==> config.mk <==
export PLATFORM = sky130hd
export DESIGN_NAME = rxr_slot_store
export DESIGN_NICKNAME = d
export VERILOG_FILES = /design/src/hdl/rxr_pkg.sv /design/src/hdl/rxr_ram.sv /design/src/hdl/rxr_slot_store.sv
export SDC_FILE = /design/constraint.sdc
export NUM_CORES = 2
export LEC_CHECK = 0
export BUFFER_PORTS_ARGS = -buffer_cell sky130_fd_sc_hd__buf_2
export CORE_AREA = 2 2 563 565
export DETAILED_ROUTE_END_ITERATION = 8
export DIE_AREA = 0 0 565 567
export SYNTH_ARGS = -nofsm -noshare
export SYNTH_HDL_FRONTEND = slang
export SYNTH_SLANG_ARGS = --single-unit
==> constraint.sdc <==
create_clock -name clk -period 2.31 [get_ports clk]
set_clock_uncertainty 0.05 [all_clocks]
set_input_delay 0.462 -clock clk [delete_from_list [all_inputs] [get_ports clk]]
set_output_delay 0.462 -clock clk [all_outputs]
set_load 0.01 [all_outputs]
==> src/hdl/rxr_pkg.sv <==
package rxr_pkg;

    localparam int RING_SIZE = 256;
    localparam int PTR_W     = $clog2(RING_SIZE);
    localparam int LEN_W     = 14;
    localparam int CNT_W     = 32;
    localparam int OP_W      = 2;
    localparam int POST_W    = 8;
    localparam int KIND_W    = 3;
    localparam int SLOT_W    = 8;

    // Stored entry: done mark above the length
    localparam int ENTRY_W   = LEN_W + 1;

    localparam logic [LEN_W-1:0] BUF_SIZE_RESET = LEN_W'(2048);

    localparam logic [OP_W-1:0] OP_DELIVER = 2'd0;
    localparam logic [OP_W-1:0] OP_POST    = 2'd1;
    localparam logic [OP_W-1:0] OP_HARVEST = 2'd2;
    localparam logic [OP_W-1:0] OP_UNUSED  = 2'd3;

    localparam logic [KIND_W-1:0] KIND_DELIVERED = 3'd0;
    localparam logic [KIND_W-1:0] KIND_DROPPED   = 3'd1;
    localparam logic [KIND_W-1:0] KIND_POSTED    = 3'd2;
    localparam logic [KIND_W-1:0] KIND_HARVESTED = 3'd3;
    localparam logic [KIND_W-1:0] KIND_EMPTY     = 3'd4;

    typedef logic [PTR_W-1:0] ptr_t;
    typedef logic [LEN_W-1:0] len_t;
    typedef logic [CNT_W-1:0] cnt_t;

    // Request from the control logic to the descriptor store
    typedef struct packed {
        logic rd_en;
        ptr_t rd_addr;
        logic wr_en;
        ptr_t wr_addr;
        logic wr_done;
        len_t wr_len;
    } slot_req_t;

    // Registered read answer from the descriptor store
    typedef struct packed {
        logic done;
        len_t len;
    } slot_rsp_t;

endpackage

==> src/hdl/rxr_ram.sv <==
module rxr_ram #(
    parameter int WIDTH = 8,
    parameter int DEPTH = 256
) (
    input  logic                     clk,
    input  logic                     we,
    input  logic [$clog2(DEPTH)-1:0] waddr,
    input  logic [WIDTH-1:0]         wdata,
    input  logic                     re,
    input  logic [$clog2(DEPTH)-1:0] raddr,
    output logic [WIDTH-1:0]         rdata
);

    logic [WIDTH-1:0] mem [DEPTH];
    logic [WIDTH-1:0] rdata_reg;

    always_ff @(posedge clk)
    begin
        if (we)
        begin
            mem[waddr] <= wdata;
        end
        if (re)
        begin
            rdata_reg <= mem[raddr];
        end
    end

    assign rdata = rdata_reg;

endmodule

==> src/hdl/rxr_slot_store.sv <==
// Descriptor slots: length and done mark in one RAM, plus a written flag per
// slot so that unwritten slots read as not done after reset.
module rxr_slot_store (
    input  logic                clk,
    input  logic                rst_n,
    input  rxr_pkg::slot_req_t  req,
    output rxr_pkg::slot_rsp_t  rsp
);

    logic [rxr_pkg::ENTRY_W-1:0] rdata;
    logic [rxr_pkg::RING_SIZE-1:0] written_reg;
    logic                          rd_written_reg;

    rxr_ram #(
        .WIDTH (rxr_pkg::ENTRY_W),
        .DEPTH (rxr_pkg::RING_SIZE)
    ) u_ram (
        .clk   (clk),
        .we    (req.wr_en),
        .waddr (req.wr_addr),
        .wdata ({req.wr_done, req.wr_len}),
        .re    (req.rd_en),
        .raddr (req.rd_addr),
        .rdata (rdata)
    );

    always_ff @(posedge clk or negedge rst_n)
    begin
        if (!rst_n)
        begin
            written_reg    <= '0;
            rd_written_reg <= 1'b0;
        end
        else
        begin
            if (req.wr_en)
            begin
                written_reg[req.wr_addr] <= 1'b1;
            end
            if (req.rd_en)
            begin
                rd_written_reg <= written_reg[req.rd_addr];
            end
        end
    end

    assign rsp.done = rd_written_reg & rdata[rxr_pkg::LEN_W];
    assign rsp.len  = rdata[rxr_pkg::LEN_W-1:0];

endmodule

### After elaboration in Yosys (flattened, before gate mapping)

Memory sizes are Yosys's and may differ from the RTL's. A register that Yosys moved wholly into a read port is not among the register bits.
Cells that the tools add are included.

| word-level totals | value |
|---|---|
| bits in registers | 257 |
| bits in writable memories | 3840 |
| input bits | 35 |
| output and inout port bits | 15 |
| logic and storage cells | 15 |
| memories | 1 |

Memory list:

| name | words | bits a word | read ports | clocked after Yosys merged registers in | write ports | line | source |
|---|---|---|---|---|---|---|---|
| u_ram.mem | 256 | 15 | 1 | 1 | 1 | rxr_ram.sv:14 | `logic [WIDTH-1:0] mem [DEPTH];` |

| cells by class | value |
|---|---|
| $lt $le $gt $ge | 3 |
| mux-type cells | 6 |
| bitwise gates (word level) | 2 |
| reduce and logical (&&, ||, !) cells | 1 |

Operators by type and width:

| operator | count |
|---|---|
| 256-bit OR | 1 |
| 8-bit by 9-bit less-than comparator with 1-bit output (second input constant) | 2 |
| 1-bit binary-select mux with 8-bit select | 1 |
| 1-bit demux with 8-bit select | 1 |
| 8-bit by 1-bit greater-or-equal comparator with 1-bit output (second input constant) | 1 |
| 1-bit two-way mux | 4 |
| 1-bit bitwise AND | 1 |
| 1-bit logical AND | 1 |

### Logic depth before layout (Yosys ltp)

| logic depth | value |
|---|---|
| word-level depth | 5 |
| mapped depth | 11 |

### By module

From an unflattened synthesis, not the netlist that was laid out.

| unflattened totals | value |
|---|---|
| cell total of the unflattened synthesis | 7557 |
| area, all modules | 158931.2 µm² |

Modules (own cells, without submodules):

| module | times used | cells an instance | area an instance (µm²) | sequential area each (µm²) |
|---|---|---|---|---|
| rxr_ram | 1 | 6708 | 147761.7 | 115761.0 |
| rxr_slot_store | 1 | 849 | 11169.5 | 6431.2 |

### Least setup slack after synthesis

No wires, ideal clock.

| timing path | value |
|---|---|
| kind | input-to-reg |
| from | input req[16] in the netlist's numbering |
| to | memory u_ram.mem[238][0] in the netlist's numbering (enable) |
| setup time | 0.387 ns |
| data arrival time | 2.216 ns |
| slack | -0.343 ns |
| stages on the path | 6 |
| buffers on the path | 3 |
| path through | clkbuf_1 > nor2b_1 > clkbuf_1 > nand4_1 > clkbuf_1 > nor2_1 |

RTL lines:

| item | line | source |
|---|---|---|
| start, declared | rxr_slot_store.sv:6 | `input rxr_pkg::slot_req_t req,` |
| end, declared | rxr_ram.sv:14 |  |

No word-level cell before the write port.

==> flow_summary.yaml <==
global_route:
  global_route.usage.total_pct: 26.6
  grt_max_degree: 104
  grt_overflow: 0
  antenna_found_initial: 23
  vias_in_the_first_global_route: 80200
  grt_first_pass_wirelength_mm: 603
pwr:
  combinationalPowerShare_pct: 6.3
  p_int_mw: 126
  share_seq_of_total_power_pct: 51.3
  worst_ir_drop_vdd_v: 0.000728
  power.total_mw: 161
  cellPowerDensity_mw_per_mm2: 840
  p_leak_nw: 63.2
  power_frac_clock_pct: 42.4
  net_switching_power_mw: 34.5
  power_switching_share_pct: 21.5
synth:
  postSynthNetCount: 6975
  synthFlopType: "edfxtp_1"
  synth.cell_area_mm2: 0.157
  number_of_flops_mapped_to_enable_cells_by_yosys: 3855
  yosys_register_bits: 4112
  async_reset_ff_share_pct: 6.25
  post_synth_inst_count: 6940
  ys_warn_count: 0
  synth_sequential_area_ratio_pct: 78.0
  netlist-cell-type-count: 42
  syn_avg_cell_area_um2: 22.6
critical_path:
  regToRegEndpoint: "u_ram.rdata[14]$_DFFE_PP_"
  endpoint_kind: "flip-flop"
  worst-path-max-fanout: 1
  critical_path_type: "flip-flop to flip-flop"
  cp.required_ns: 2.97
  rr_startpoint: "u_ram.mem[242][14]$_DFFE_PP_"
  worstRegToRegCells: 8
  startpoint_class_of_the_critical_path: "flip-flop"
  r2r_setup_slack_ns: -0.21
  crit_arrival_ns: 3.18
layout:
  largest_register_ffs: 3840
  syn2layout_area_growth_pct: 22.1
  drive_above_1_share_pct: 41.2
  nNetsFinal: 8161
  n_fill_cell: 21600
timing:
  setup_violations_final: 22
  max_slew.worst_pin.slew_ns: 1.05
  relSlewSlack_pct: 30.2
  unrepaired_setup_endpoints_after_global_routing: "true"
  fin_crit_share_pct: 109
  final.min_clock_period_ns: 2.52
  timing.final.hold_violations: 0
  final_max_slew_viol_count: 0
  fmax_ghz: 0.397
  setup_ws_ns: -0.206
  setup_total_negative_slack_ns: -1.46
outcome:
  violations_in_the_final_reports: "negative setup slack"
  status: "complete, but fails checks"
detailed_routing:
  detail_route.wl_per_cell_um: 33.6
  detail_route.vias_per_cell: 6.24
  postRouteWirelength_mm: 426
  initialDrtViolationCount: 9459
  drcViolationCount: 0
  antenna_violation_net_count_after_detailed_routing: 0
  num_vias: 78900
  detail_route.first_pass.iterations: 7
place:
  gp_congestion: 0.854
  hpwl_mm: 270
  place_worst_setup_slack_ns: -1.86
  port-buffer-count: 49
floorplanning:
  top_level_ports: 50
  fp-row-count: 206
  y_dimension_of_the_die_um: 567
  floorplan.die.width_um: 565
  start_util_pct: 49.9
  fp.dieArea_mm2: 0.320
  core-area_mm2: 0.314
worst_hold_path:
  end_point_of_the_worst_hold_path: "u_ram.mem[181][10]$_DFFE_PP_"
  hp-class: "input pin to flip-flop"
  worst_hold_depth: 4
  worst_hold_startpoint: "req[20]"
cts:
  clk_transition_reported_paths_ns: 0.06
  total_clock_buffers_created_by_cts: 418
  clockRootBuffer: "clkbuf_16"
  insertion_delay_ns: 0.97
  clock_tree.buffer_depth: 4
  clock-sinks: 4112
  clock_tree_from_tritoncts: "done"
  h_tree_depth: 5
run:
  maxCapViolCount: 0
==> power groups by stage <==
stage,clock network [mW],registers [mW],logic (mW)
after CTS,69.0,82.3,10.0
after global routing,72.0,82.3,10.6
final,68.1,82.3,10.1
after floorplan,0,83.7,4.37
after detailed placement,0,83.9,9.47
after global placement,0,83.8,9.33
==> cells by family (layout without fill, tap and decap cells) <==
kind of cell,after synthesis,in the layout,synth area share [%]
other cells,0,10,0
compound gates,700,700,3.54
mux,1048,1048,14.8
flops,4112,4112,78.0
simple gates,646,646,2.09
buf+inv,434,1971,1.56
==> how the worst max path moves through the flow <==
stage	from	end	slack (ns)	cells after the start
6_report	u_ram.mem[242][14]$_DFFE_PP_	u_ram.rdata[14]$_DFFE_PP_	-0.21	8
5_1_grt	u_ram.mem[242][14]$_DFFE_PP_	u_ram.rdata[14]$_DFFE_PP_	-0.24	8
4_1_cts	u_ram.rdata[11]$_DFFE_PP_	rsp[11]	-0.21	1
3_5_place_dp	req[24]	u_ram.rdata[3]$_DFFE_PP_	-1.86	11
3_3_place_gp	req[24]	u_ram.rdata[3]$_DFFE_PP_	-1.87	11
2_1_floorplan	req[23]	u_ram.mem[112][0]$_DFFE_PP_	-0.23	5
==> timing repair <==
action / CTS / global route
setup endpoints to repair: 25 / 23
setup buffers: 0 / 9
pin swaps: 124 / 44
hold buffers: 19 / 0
gates cloned: 1 / 1
gates resized for setup: 322 / 96
endpoints found under the hold margin: 768 / 0
==> worst max-delay path: stages (launching register included) <==
cell and delay (ns):
edfxtp_1 0.38, mux4_2 0.49, a22o_1 0.27, a221oi_2 0.24, buf_4 0.18, o22ai_4 0.10, o21ai_4 0.32, buf_6 0.15
nand4_1 0.07
==> metal layers <==
layer / vias to the layer above / wire (um) / GRT usage, %
li1: 32100 / - / -
met1: 42800 / 171000 / 37.6
met2: 3415 / 210000 / 42.9
met3: 604 / 31500 / 4.16
met4: 4 / 13300 / 8.18
met5: - / 21 / 0
==> final cells by class <==
cell class / count / area [um2] / area share [%]
Inverter: 4 / 15.0 / 0.00785
Clock buffer: 528 / 11100 / 5.82
Antenna cell: 10 / 25.0 / 0.0131
Sequential cell: 4112 / 122000 / 63.9
Timing Repair Buffer: 1196 / 15000 / 7.86
Clock inverter: 243 / 2720 / 1.42
Tap cell: 4160 / 5200 / 2.72
Multi-Input combinational cell: 2394 / 34900 / 18.3
==> Yosys cell counts (all sizes together), types with 5 or more instances <==
library cell / n / share of area [%]
nor3: 10 / 0.032
a21oi: 6 / 0.019
nand3: 26 / 0.083
o21ai: 61 / 0.19
buf: 219 / 1.0
dfrtp: 257 / 4.1
nor2b: 11 / 0.044
mux2i: 38 / 0.24
a22o: 240 / 1.3
or2: 258 / 1.0
nor2: 264 / 0.63
nand4: 26 / 0.10
mux4: 1010 / 15
o22ai: 129 / 0.52
a221oi: 240 / 1.3
o221ai: 12 / 0.067
edfxtp: 3855 / 74
a22oi: 5 / 0.024
nand2b: 6 / 0.024
nand2: 32 / 0.077
clkbuf: 211 / 0.51
==> stage by stage <==
stage	instance area (um2)	util, %	cells	hold WS, ns
finish	191000	60.9	12600	0.205
global route	191000	60.9	12600	0.184
CTS	191000	60.7	12600	0.104
detailed placement	175000	55.7	11900	0.383
global placement	175000	55.7	11900	0.383
floorplan	157000	-	6940	0.116
==> layout by cell type (no fill, tap or decap), types with 74 or more instances in the layout <==
master / count
clkinv_1: 74
a221oi_2: 119
buf_4: 638
nor2_1: 122
or2_2: 257
a22o_1: 215
buf_12: 448
nor2_2: 92
mux4_2: 1010
dfrtp_1: 257
clkbuf_1: 89
edfxtp_1: 3855
a221oi_1: 98
clkbuf_16: 424
Power figures use the tool's default switching activity.
